## src/sv/lobm_pkg.sv

```systemverilog
// Shared types, codes and constants of the limit order book matcher.
package lobm_pkg;

	localparam int MaxOrdersDefault = 32;
	localparam int MaxTrades        = 32;
	localparam int TradeCntW        = 6;

	typedef logic [31:0] word_t;

	// Order type codes.
	localparam logic [1:0] OT_GTC    = 2'd0;
	localparam logic [1:0] OT_FAK    = 2'd1;
	localparam logic [1:0] OT_FOK    = 2'd2;
	localparam logic [1:0] OT_MARKET = 2'd3;

	localparam logic SIDE_BUY = 1'b0;

	localparam logic KIND_TRADE  = 1'b0;
	localparam logic KIND_STATUS = 1'b1;

	// Status codes of the final record.
	localparam logic [2:0] ST_RESTED    = 3'd0;
	localparam logic [2:0] ST_FILLED    = 3'd1;
	localparam logic [2:0] ST_CANCELLED = 3'd2;
	localparam logic [2:0] ST_DUP       = 3'd3;
	localparam logic [2:0] ST_NO_LIQ    = 3'd4;
	localparam logic [2:0] ST_NO_CROSS  = 3'd5;
	localparam logic [2:0] ST_NOT_FILL  = 3'd6;
	localparam logic [2:0] ST_FULL      = 3'd7;

	// Fields of a resting order that never change after it is stored.
	typedef struct packed {
		word_t id;
		logic  side;
		word_t price;
		word_t arrival;
	} info_t;

	// Write and valid-bit controls of the order table.
	typedef struct packed {
		logic info_we;
		logic rem_we;
		logic vset;
		logic vclr;
	} tbl_ctl_t;

	// Summary of one pass over the order table.
	typedef struct packed {
		logic  dup;
		logic  opp_any;
		word_t opp_worst;
		word_t opp_best;
		logic  free_any;
		logic  bid_any;
		word_t bid_price;
		word_t bid_rem;
		word_t bid_id;
		logic  ask_any;
		word_t ask_price;
		word_t ask_rem;
		word_t ask_id;
	} scan_res_t;

endpackage

```

## src/sv/lobm_table.sv

```systemverilog
// Order table: field memories with registered read and per-slot valid bits.
module lobm_table #(
	parameter int MAX_ORDERS = lobm_pkg::MaxOrdersDefault,
	parameter int IW = $clog2(MAX_ORDERS)
) (
	input  logic                clk,
	input  logic                arst_n,
	input  logic [IW-1:0]       rd_addr,
	output lobm_pkg::info_t     rd_info,
	output lobm_pkg::word_t     rd_rem,
	output logic                rd_valid,
	input  lobm_pkg::tbl_ctl_t  ctl,
	input  logic [IW-1:0]       wr_addr,
	input  lobm_pkg::info_t     wr_info,
	input  lobm_pkg::word_t     wr_rem,
	input  logic [IW-1:0]       probe_addr,
	output logic                probe_valid
);
	import lobm_pkg::*;

	info_t info_mem [MAX_ORDERS];
	word_t rem_mem  [MAX_ORDERS];
	logic [MAX_ORDERS-1:0] valid_q;
	info_t info_q;
	word_t rem_q;
	logic  rvalid_q;

	// Memory writes and registered reads.
	always_ff @(posedge clk) begin
		if (ctl.info_we) begin
			info_mem[wr_addr] <= wr_info;
		end
		if (ctl.rem_we) begin
			rem_mem[wr_addr] <= wr_rem;
		end
		info_q <= info_mem[rd_addr];
		rem_q  <= rem_mem[rd_addr];
	end

	// Valid bits, cleared at reset.
	always_ff @(posedge clk or negedge arst_n) begin
		if (!arst_n) begin
			valid_q  <= '0;
			rvalid_q <= 1'b0;
		end else begin
			if (ctl.vset) begin
				valid_q[wr_addr] <= 1'b1;
			end else if (ctl.vclr) begin
				valid_q[wr_addr] <= 1'b0;
			end
			rvalid_q <= valid_q[rd_addr];
		end
	end

	assign rd_info     = info_q;
	assign rd_rem      = rem_q;
	assign rd_valid    = rvalid_q;
	assign probe_valid = valid_q[probe_addr];
endmodule

```

## config.mk

```make
export PLATFORM = sky130hd
export DESIGN_NAME = lobm_table
export DESIGN_NICKNAME = d
export VERILOG_FILES = /design/src/sv/lobm_pkg.sv /design/src/sv/lobm_table.sv
export SDC_FILE = /design/constraint.sdc
export NUM_CORES = 2
export LEC_CHECK = 0
export ABC_CLOCK_PERIOD_IN_PS = 3500
export BUFFER_PORTS_ARGS = -buffer_cell sky130_fd_sc_hd__buf_2
export CELL_PAD_IN_SITES_DETAIL_PLACEMENT = 2
export CELL_PAD_IN_SITES_GLOBAL_PLACEMENT = 2
export CORE_UTILIZATION = 50
export DETAILED_ROUTE_END_ITERATION = 16
export GPL_ROUTABILITY_DRIVEN = 0
export HOLD_SLACK_MARGIN = 0.05
export PLACE_DENSITY_LB_ADDON = 0.1
export SKIP_CTS_REPAIR_TIMING = 1
export SYNTH_ARGS = -nofsm -noshare
export SYNTH_HDL_FRONTEND = slang
export SYNTH_MEMORY_MAX_BITS = 65536
export SYNTH_SLANG_ARGS = --single-unit
```

## constraint.sdc

```tcl
create_clock -name clk -period 3.5 [get_ports clk]
set_clock_uncertainty 0.2 [all_clocks]
set_input_delay 0.7 -clock clk [delete_from_list [all_inputs] [get_ports clk]]
set_output_delay 0.7 -clock clk [all_outputs]
set_load 0.02 [all_outputs]
```

==> results.json, run 1 <==
{
  "die_x_um": 565.9,
  "die_h_um": 565.9,
  "synthXorXnorAreaFrac_pct": 0,
  "synth-edff-count": 4128,
  "synth_seq_area_share_pct": 80.11,
  "synthTopCellsByArea": "edfxtp_1 78%, mux4_2 13%, o22ai_1 1.7%, dfxtp_1 1.6%, mux2i_1 1.1%",
  "netlist_area_sq_um": 159000,
  "synth-warning-count": 0,
  "postSynth.asyncResetShare_pct": 0.7692,
  "yosysTopAreaCellShare_pct": 77.97,
  "initial_utilization_pct": 50.36,
  "synthCells": 6805,
  "rows": 206,
  "ys.flop_type": "edfxtp_1",
  "ys_types": 33,
  "synth-adder-area-share_pct": 0,
  "synth-compound-area-share_pct": 2.617,
  "stop_error": "[ERROR DPL-0033] detailed placement checks failed during check placement.",
  "synthSimpleGateAreaFrac_pct": 1.335,
  "port-buffer-count": 280,
  "yosys.area.top_type": "edfxtp_1",
  "synth_top_family_by_area": "multiplexers",
  "synthMuxAreaShare_pct": 14.54,
  "syn-num-nets": 6955,
  "ys_ff_latch": 4290,
  "num_io_pins": 281,
  "status": "did not finish",
  "avgSynthCellArea_sq_um": 23.36,
  "dp_hpwl_mm": 331.2,
  "flow.stopped_at": "3_5_place_dp"
}
kinds of logic after synthesis:
group | after synthesis
AOI/OAI and AO/OA | 629
buffers and inverters | 382
DFF | 4290
muxes | 1125
and+or+nand+nor | 379
metrics by stage:
stage,setup WS [ns],hold slack [ns],instance area (sq um)
3_3_place_gp,0.1414,0.3192,169500
2_1_floorplan,0.2330,0.2044,159000
synth_stat cells, drive strengths merged (5+ instances only):
cell       n
nand2b     5
edfxtp  4128
dfrtp     33
mux4     948
nand3     50
nor2      37
nor2b     29
dfxtp    129
a211oi    24
clkbuf   115
nor4     107
nand2     43
a22o      32
and2      68
a21oi     26
o22ai    428
nand4     24
mux2i    177
buf      267
a22oi    119
==> inputs of run 2 (changes only) <==
Settings changed: CELL_PAD_IN_SITES_DETAIL_PLACEMENT 2 to unset, CELL_PAD_IN_SITES_GLOBAL_PLACEMENT 2 to unset, CORE_UTILIZATION 50 to 35, HOLD_SLACK_MARGIN 0.05 to unset, PLACE_DENSITY_LB_ADDON 0.1 to 0.15.
==> run 2 against run 1 <==
The run now ends clean; synthesized cell count stayed put; area after synthesis stayed put.
==> results.json, run 2 <==
{
  "placed_area_sq_um": 172200,
  "grt_pass1_wl_mm": 648.2,
  "post-route-period-util_pct": 96.66,
  "netlist_area_sq_um": 159000,
  "synthCells": 6805,
  "die_x_um": 676.0,
  "mostFrequentLayoutCell": "edfxtp_1",
  "p_leak_nw": 59.15,
  "cp_data_arrival_time_ns": 2.48,
  "use_met3_pct": 2.912,
  "final_cell_mix": "4,128 x edfxtp_1, 948 x mux4_2, 458 x clkbuf_16, 428 x o22ai_1, 276 x buf_2",
  "drv_cap": 0,
  "fin_setup_tns_ns": 0,
  "setup_viol_count_final": 0,
  "grt_busiest_layer": "met2",
  "numCtsBuffers": 454,
  "critPathRequiredTime_ns": 2.60,
  "tritoncts": "built",
  "ys_types": 33,
  "yosys.area.top_type": "edfxtp_1",
  "whs_ns": 0.01552,
  "insertion_delay_ns": 0.99,
  "rsz0062_at_grt": "false",
  "stdcell_area_sq_um": 187400,
  "dp_hpwl_mm": 252.8,
  "initial_utilization_pct": 35.14,
  "synth-warning-count": 0,
  "register_area_sq_um": 127400,
  "cts.path.max_buffers": 4,
  "ys.flop_type": "edfxtp_1",
  "vias": 77050,
  "multi_input_area_sq_um": 29700,
  "layout.nets": 7823,
  "yosysTopAreaCellShare_pct": 77.97,
  "dr.first_iter.drc_count": 7829,
  "crit_path_start_kind": "register",
  "htree_levels": 5,
  "antenna_found_initial": 74,
  "avgSynthCellArea_sq_um": 23.36,
  "grtUsageTotal_pct": 20.27,
  "syn-num-nets": 6955,
  "fillers": 39480,
  "drv_slew": 0,
  "p_per_area_nw_per_um2": 588.3,
  "crit_fanout": 3,
  "dieArea_sq_um": 457000,
  "worst_setup_path_end_kind": "output pin",
  "route.detailed.drc": 0,
  "tightest_slew_ns": 1.038,
  "synth_seq_area_share_pct": 80.11,
  "grt_max_degree": 74,
  "postSynth.asyncResetShare_pct": 0.7692,
  "worst_slack_ns": 0.1170,
  "num_io_pins": 281,
  "pre_cts_slack_ns": -0.01534,
  "grtUsageMet2_pct": 33.96,
  "ys_ff_latch": 4290,
  "ir_worst_vdd_mv": 0.4196,
  "hold_viol": 0,
  "area_delta_synth_final_pct": 17.86,
  "hold_class": "input pin to register",
  "yosysMostFrequentCell": "edfxtp_1",
  "wirelength_mm": 469.1,
  "rows": 247,
  "synth-edff-count": 4128,
  "finalCriticalPeriod_ns": 3.383,
  "dr.pass1.iters": 5,
  "timing.fmax_mhz": 295.6,
  "ant_nets": 0,
  "synthTopCellsByArea": "edfxtp_1 78%, mux4_2 13%, o22ai_1 1.7%, dfxtp_1 1.6%, mux2i_1 1.1%",
  "drive_above_1_share_pct": 30.24,
  "root_buffer": "clkbuf_16",
  "die_h_um": 676.0,
  "cts_num_sinks": 4290,
  "grt_pass1_vias": 79980,
  "clk_pin_slew_ns": 0.06,
  "crit_type": "register to output pin",
  "coreArea_sq_um": 452400,
  "wl_per_cell_um": 33.34,
  "detail_route.vias_per_cell": 5.476,
  "met1_usage_pct": 28.42,
  "grt_overflow": 0,
  "slew_headroom_pct": 30.81,
  "status": "completed",
  "largest_reg_flops": 3104,
  "synth.top_cells.by_count": "4,128 x edfxtp_1, 948 x mux4_2, 428 x o22ai_1",
  "port-buffer-count": 280,
  "top_register": "info_mem"
}
[run 2: cell counts after synthesis]
Identical to the previous run, type by type.
[run 2: area by class of cell]
type                       count  share of cell area, %
tap                         5976                  3.990
antenna                       25                0.03339
clock buffer                 645                  6.796
clock inverter               207                  1.004
timing repair buffer         794                  4.350
multi-input combinational   2133                  15.85
sequential                  4290                  67.97
[run 2: power breakdown]
group	total, mW	internal (mW)	switching (mW)
clock	47.0	26.9	20.1
combinational	5.57	2.20	3.37
sequential	57.7	57.2	0.492
total	110	86.3	23.9
[run 2: final timing paths]
check,startpoint,endpoint,slack [ns],cells past startpoint
setup / recovery,register,probe_valid,0.12,6
hold / removal,wr_info[22],info_mem[14][22],0.02,1
setup reg to reg,info_mem[2][9],rd_info[9],1.62,3
hold reg to reg,register,register,0.33,1
max in group asynchronous,arst_n,asynchronous set/reset pin,2.32,2
min in group asynchronous,arst_n,asynchronous set/reset pin,0.22,2
[run 2: worst max-delay path: stages, from the launching register on]
cell and delay [ns]:
dfrtp_2 0.45, mux2i_1 0.19, a211oi_2 0.10, nand3_1 0.11
nand2_1 0.08, or3_4 0.41, buf_4 0.17
[run 2: routing by layer]
metal / vias to the layer above / part of all wire, %
met1: 42900 / 44
met3: 586 / 5.2
met2: 2359 / 49
met5: - / 0.020
li1: 31190 / -
met4: 16 / 1.9
[run 2: stage by stage]
step                      cells  util (%)  power [mW]
after floorplan            6805         -       61.41
after global routing      14060     41.41       113.6
final                     14070     41.42       110.2
after detailed placement  13140     38.05       64.37
after CTS                 13990     41.28       111.4
after global placement    13140     38.05       64.27
[run 2: cell families after synthesis]
group / after synthesis / synth area share, %
flops: 4290 / 80.11
compound gates: 629 / 2.617
simple gates: 379 / 1.335
mux: 1125 / 14.54
buf+inv: 382 / 1.394
Power figures use the tool's default switching activity.
