`src/sv/lobm_pkg.sv`:
```
// Shared types, codes and constants of the limit order book matcher.
package lobm_pkg;

	localparam int MaxOrdersDefault = 32;
	localparam int MaxTrades        = 32;
	localparam int TradeCntW        = 6;

	typedef logic [31:0] word_t;

	// Order type codes.
	localparam logic [1:0] OT_GTC    = 2'd0;
	localparam logic [1:0] OT_FAK    = 2'd1;
	localparam logic [1:0] OT_FOK    = 2'd2;
	localparam logic [1:0] OT_MARKET = 2'd3;

	localparam logic SIDE_BUY = 1'b0;

	localparam logic KIND_TRADE  = 1'b0;
	localparam logic KIND_STATUS = 1'b1;

	// Status codes of the final record.
	localparam logic [2:0] ST_RESTED    = 3'd0;
	localparam logic [2:0] ST_FILLED    = 3'd1;
	localparam logic [2:0] ST_CANCELLED = 3'd2;
	localparam logic [2:0] ST_DUP       = 3'd3;
	localparam logic [2:0] ST_NO_LIQ    = 3'd4;
	localparam logic [2:0] ST_NO_CROSS  = 3'd5;
	localparam logic [2:0] ST_NOT_FILL  = 3'd6;
	localparam logic [2:0] ST_FULL      = 3'd7;

	// Fields of a resting order that never change after it is stored.
	typedef struct packed {
		word_t id;
		logic  side;
		word_t price;
		word_t arrival;
	} info_t;

	// Write and valid-bit controls of the order table.
	typedef struct packed {
		logic info_we;
		logic rem_we;
		logic vset;
		logic vclr;
	} tbl_ctl_t;

	// Summary of one pass over the order table.
	typedef struct packed {
		logic  dup;
		logic  opp_any;
		word_t opp_worst;
		word_t opp_best;
		logic  free_any;
		logic  bid_any;
		word_t bid_price;
		word_t bid_rem;
		word_t bid_id;
		logic  ask_any;
		word_t ask_price;
		word_t ask_rem;
		word_t ask_id;
	} scan_res_t;

endpackage

```
`src/sv/lobm_scan.sv`:
```
// Table scan unit: walks all slots one per cycle and accumulates the book summary.
module lobm_scan #(
	parameter int MAX_ORDERS = lobm_pkg::MaxOrdersDefault,
	parameter int IW = $clog2(MAX_ORDERS),
	parameter int SW = 32 + $clog2(MAX_ORDERS + 1)
) (
	input  logic                clk,
	input  logic                arst_n,
	input  logic                start,
	output logic [IW-1:0]       rd_addr,
	input  logic                ent_valid,
	input  lobm_pkg::info_t     ent_info,
	input  lobm_pkg::word_t     ent_rem,
	input  lobm_pkg::word_t     q_id,
	input  logic                q_side,
	input  lobm_pkg::word_t     q_price,
	input  lobm_pkg::word_t     now,
	output logic                done,
	output lobm_pkg::scan_res_t res,
	output logic [SW-1:0]       opp_sum,
	output logic [IW-1:0]       free_idx,
	output logic [IW-1:0]       bid_idx,
	output logic [IW-1:0]       ask_idx
);
	import lobm_pkg::*;

	localparam logic [IW-1:0] LastIdx = IW'(MAX_ORDERS - 1);

	logic          busy_q;
	logic [IW-1:0] cnt_q;
	logic          vld_s1;
	logic          last_s1;
	logic [IW-1:0] idx_s1;
	logic          done_q;

	scan_res_t     acc_q;
	logic [SW-1:0] sum_q;
	logic [IW-1:0] free_q, bid_q, ask_q;
	word_t         bid_age_q, ask_age_q;

	word_t age;
	logic  is_opp, crossing, live;
	logic  worse, better, bid_better, ask_better;

	// Address counter and read pipeline.
	always_ff @(posedge clk or negedge arst_n) begin
		if (!arst_n) begin
			busy_q  <= 1'b0;
			cnt_q   <= '0;
			vld_s1  <= 1'b0;
			last_s1 <= 1'b0;
			idx_s1  <= '0;
			done_q  <= 1'b0;
		end else begin
			if (start) begin
				busy_q <= 1'b1;
				cnt_q  <= '0;
			end else if (busy_q) begin
				if (cnt_q == LastIdx) begin
					busy_q <= 1'b0;
				end else begin
					cnt_q <= cnt_q + 1'b1;
				end
			end
			vld_s1  <= busy_q && !start;
			last_s1 <= cnt_q == LastIdx;
			idx_s1  <= cnt_q;
			done_q  <= vld_s1 && last_s1;
		end
	end

	// Per-entry compares.
	always_comb begin
		live   = vld_s1 && ent_valid;
		age    = now - ent_info.arrival;
		is_opp = ent_info.side != q_side;
		crossing = (q_side == SIDE_BUY) ? (q_price >= ent_info.price)
			: (q_price <= ent_info.price);
		worse  = (q_side == SIDE_BUY) ? (ent_info.price > acc_q.opp_worst)
			: (ent_info.price < acc_q.opp_worst);
		better = (q_side == SIDE_BUY) ? (ent_info.price < acc_q.opp_best)
			: (ent_info.price > acc_q.opp_best);
		bid_better = (ent_info.price > acc_q.bid_price)
			|| (ent_info.price == acc_q.bid_price && age > bid_age_q);
		ask_better = (ent_info.price < acc_q.ask_price)
			|| (ent_info.price == acc_q.ask_price && age > ask_age_q);
	end

	// Accumulators, cleared at the start of a pass.
	always_ff @(posedge clk) begin
		if (start) begin
			acc_q.dup      <= 1'b0;
			acc_q.opp_any  <= 1'b0;
			acc_q.free_any <= 1'b0;
			acc_q.bid_any  <= 1'b0;
			acc_q.ask_any  <= 1'b0;
			sum_q          <= '0;
		end else if (vld_s1) begin
			if (!ent_valid && !acc_q.free_any) begin
				acc_q.free_any <= 1'b1;
				free_q         <= idx_s1;
			end
			if (live) begin
				if (ent_info.id == q_id) begin
					acc_q.dup <= 1'b1;
				end
				if (is_opp) begin
					acc_q.opp_any <= 1'b1;
					if (!acc_q.opp_any || worse) begin
						acc_q.opp_worst <= ent_info.price;
					end
					if (!acc_q.opp_any || better) begin
						acc_q.opp_best <= ent_info.price;
					end
					if (crossing) begin
						sum_q <= sum_q + SW'(ent_rem);
					end
				end
				if (ent_info.side == SIDE_BUY) begin
					if (!acc_q.bid_any || bid_better) begin
						acc_q.bid_any   <= 1'b1;
						acc_q.bid_price <= ent_info.price;
						acc_q.bid_rem   <= ent_rem;
						acc_q.bid_id    <= ent_info.id;
						bid_age_q       <= age;
						bid_q           <= idx_s1;
					end
				end else begin
					if (!acc_q.ask_any || ask_better) begin
						acc_q.ask_any   <= 1'b1;
						acc_q.ask_price <= ent_info.price;
						acc_q.ask_rem   <= ent_rem;
						acc_q.ask_id    <= ent_info.id;
						ask_age_q       <= age;
						ask_q           <= idx_s1;
					end
				end
			end
		end
	end

	assign rd_addr  = cnt_q;
	assign done     = done_q;
	assign res      = acc_q;
	assign opp_sum  = sum_q;
	assign free_idx = free_q;
	assign bid_idx  = bid_q;
	assign ask_idx  = ask_q;
endmodule

```
`config.mk`:
```
export PLATFORM = sky130hd
export DESIGN_NAME = lobm_scan
export DESIGN_NICKNAME = d
export VERILOG_FILES = /design/src/sv/lobm_pkg.sv /design/src/sv/lobm_scan.sv
export SDC_FILE = /design/constraint.sdc
export NUM_CORES = 1
export LEC_CHECK = 0
export BUFFER_PORTS_ARGS = -buffer_cell sky130_fd_sc_hd__buf_2
export CORE_AREA = 4 4 211 213
export CTS_CLUSTER_SIZE = 20
export DETAILED_ROUTE_END_ITERATION = 16
export DIE_AREA = 0 0 215 217
export HOLD_SLACK_MARGIN = 0.08
export PLACE_DENSITY_LB_ADDON = 0.05
export SETUP_SLACK_MARGIN = 0.5
export SYNTH_ARGS = -nofsm -noshare
export SYNTH_HDL_FRONTEND = slang
export SYNTH_SLANG_ARGS = --single-unit
```
`constraint.sdc`:
```
create_clock -name clk -period 24 [get_ports clk]
set_input_delay 4.8 -clock clk [delete_from_list [all_inputs] [get_ports clk]]
set_output_delay 4.8 -clock clk [all_outputs]
set_load 0.03 [all_outputs]
```
==> results.py <==
metrics = {
    "setup_path": {
        "crit_path_start_kind": "input pin",
        "cp_top_family": "compound AO/OA/AOI/OAI gates",
        "slowest_stage": "buf_4",
        "crit_top_cell": "ha_1",
        "max_stage_delay_ns": 0.87,
        "worst-setup-path-type": "in2reg",
        "reg2regPathDepth": 11,
        "regToRegStartpoint": "res[192]",
        "worstSetupStartpoint": "ent_info[1]",
        "path_depth": 20,
        "end_kind": "flop",
        "r2r-end": "res[140]",
        "crit_buf_inv": 3,
        "ff2ff_setup_slack_ns": 19.39,
        "crit_chain": "buf_2 > inv_1 > ha_1 > nor2b_1 > o2111ai_1 > a31oi_1 > o21ai_0 > a2111oi_2 > o211ai_1 > a311o_1 > xnor2_1 > ha_1 > nand4_1 > nor2_1 > nand3_1 > nor3_1 > or3_1 > a211oi_1 > o2bb2ai_4 > buf_4",
        "path_max_fanout": 73,
        "cp-endpoint": "res[43]",
        "crit_required_ns": 24.19,
        "arrival_ns": 10.28,
    },
    "power_and_ir_drop": {
        "power_w": 0.001761,
        "irDropWorstVdd_mv": 0.06978,
        "power.density_nw_per_um2": 66.32,
        "power.leakage_nw": 12.41,
    },
    "clock_tree": {
        "root_buffer": "clkbuf_16",
        "cts-resized-gates": 0,
        "cts_tree": "done",
        "cts_setup_buffers": 0,
        "ctsHoldBuffers": 0,
        "cts.sink_count": 392,
        "ctsHtreeMaxLevel": 2,
        "clockBufferDepth": 3,
        "cts_made_buffers": 43,
        "clk_latency_ns": 0.57,
        "clk_pin_slew_ns": 0.06,
    },
    "placement": {
        "dpl.hpwl_mm": 50.68,
        "place.gp.congestion": 0.9394,
        "numPortBuffers": 549,
    },
    "synthesis": {
        "synth_warnings": 0,
        "synth.largest_area_cell": "edfxtp_1",
        "synth_seq_area_share_pct": 52.19,
        "synth_area_um2": 21600,
        "synth_edf_count": 335,
        "synth.net_count": 2384,
        "synth_flop_cell": "edfxtp_1",
        "syn_area_per_cell_um2": 11.59,
        "yosysMostFrequentCell": "edfxtp_1",
        "synth_area_leaders": "edfxtp_1, ha_1, inv_1",
        "synth.distinct_cells": 77,
        "synth_top_area_share_pct": 46.58,
        "synth-seq-cells": 392,
        "postSynthCellCount": 1863,
        "synthTopCellsByCount": "edfxtp_1, ha_1, inv_1",
        "synthArstFlopShare_pct": 3.571,
    },
    "global_routing": {
        "grt_overflow": 0,
        "grt_pass1_vias": 16239,
        "track_usage_pct": 26.59,
        "grt_pass1_wl_mm": 96.39,
        "antenna_found_initial": 3,
        "grt_start_max_net_pins": 74,
    },
    "die": {
        "row_count": 76,
        "core_um2": 42700,
        "dieArea_um2": 46660,
        "die_h_um": 217,
        "io_pins": 550,
        "dieWidth_um": 215,
        "start_util_pct": 50.58,
    },
    "timing": {
        "post-route-period-util_pct": 42.04,
        "relSlewSlack_pct": 29.89,
        "hold_viol": 0,
        "drv_slew": 0,
        "fmax_ghz": 0.09911,
        "tightest_slew_ns": 1.052,
        "skew_ns": 0.02027,
        "setup_viol": 0,
        "tns_ns": 0,
        "finalCriticalPeriod_ns": 10.09,
        "rsz0062_at_grt": "false",
    },
    "drt": {
        "wl_met2_mm": 29.99,
        "antenna_left": 0,
        "viasPerCell": 5.471,
        "wl_mm": 64.27,
        "routedWlPerCell_um": 21.18,
        "wl_met3_mm": 4.300,
        "wl_met1_mm": 27.99,
        "vias": 16606,
        "drt_pass1_iterations": 5,
        "drc": 0,
        "first_iter_violations": 1185,
        "highest_layer": "met4",
    },
    "layout": {
        "drive_gt1_share_pct": 26.44,
        "syn_to_final_growth_pct": 22.91,
        "fin_nets": 2971,
        "fillCellCount": 3511,
        "regArea_um2": 11270,
        "multi_input_area_um2": 9219,
    },
    "run": {
        "maxCapViolations": 0,
    },
    "min_path": {
        "hold_class": "reg2reg",
    },
    "outcome": {
        "status": "finished, final reports clean",
    },
}
report_power, final:
| group | internal [W] | switching, W |
|---|---|---|
| sequential | 0.000767 | 0.00000899 |
| combinational | 0.000108 | 0.000180 |
| clock | 0.000418 | 0.000279 |
| total | 0.00129 | 0.000468 |
layout make-up:
class / count / area share (%)
sequential: 392 / 42.46
timing repair buffer: 557 / 10.58
antenna: 4 / 0.03771
tap: 546 / 2.574
clock buffer: 53 / 4.469
inverter: 282 / 3.988
multi-input combinational: 1174 / 34.73
clock inverter: 27 / 1.164
state kept, by name, indices dropped and copies added (netlist names):
| register | cells |
|---|---|
| free_idx | 5 |
| last_s1 | 1 |
| rd_addr | 5 |
| bid_idx | 5 |
| busy_q | 1 |
| ask_idx | 5 |
| ask_age_q | 32 |
| bid_age_q | 32 |
| opp_sum | 38 |
| res | 261 |
| done | 1 |
| idx_s1 | 5 |
| vld_s1 | 1 |
cell families after synthesis:
| family | Yosys count | share of synthesized area [%] |
|---|---|---|
| buffers and inverters | 297 | 5.400 |
| AND/OR/NAND/NOR | 372 | 8.639 |
| multiplexers | 21 | 0.9733 |
| AO/OA/AOI/OAI | 406 | 12.46 |
| flip-flops | 392 | 52.19 |
| XOR/XNOR | 84 | 3.407 |
| adder cells (fa/ha/maj) | 291 | 16.93 |
routing by layer:
metal / track usage, % / vias to the layer above
met3: 5.557 / 96
met5: 0 / -
met4: 8.654 / 0
li1: - / 8003
met1: 36.06 / 7968
met2: 43.18 / 539
cell usage in the layout (no fill, tap or decap), types with 38 or more instances in the layout:
| cell | count |
|---|---|
| buf_2 | 549 |
| edfxtp_1 | 335 |
| ha_1 | 289 |
| inv_1 | 282 |
| a21oi_1 | 124 |
| nor2_1 | 114 |
| a21o_1 | 69 |
| o21ai_0 | 67 |
| nand4_1 | 60 |
| nand2_1 | 58 |
| xor2_1 | 46 |
| clkbuf_16 | 45 |
| dfxtp_1 | 43 |
| xnor2_1 | 38 |
stage by stage:
step           std cells  setup slack, ns  instance area, µm²  hold WS (ns)  utilization [%]
2_1_floorplan       1863           0.6851               21600        0.4277                -
3_3_place_gp        2951            13.47               25040        0.4285            58.64
3_5_place_dp        2951            13.32               25040        0.4223            58.64
4_1_cts             3031            13.92               26530        0.4350            62.15
5_1_grt             3033            13.42               26540        0.4593            62.16
6_report            3035            13.91               26540        0.4355            62.17
worst min-delay path by stage:
| stage | from | end | slack [ns] | cells after the start |
|---|---|---|---|---|
| 6_report | rd_addr[4] | idx_s1[4] | 0.44 | 0 |
| 5_1_grt | rd_addr[4] | idx_s1[4] | 0.46 | 0 |
| 4_1_cts | rd_addr[4] | idx_s1[4] | 0.43 | 0 |
| 3_5_place_dp | rd_addr[4] | idx_s1[4] | 0.42 | 0 |
| 3_3_place_gp | rd_addr[4] | idx_s1[4] | 0.43 | 0 |
| 2_1_floorplan | last_s1 | done | 0.43 | 1 |
(Power assumes the default switching activity.)
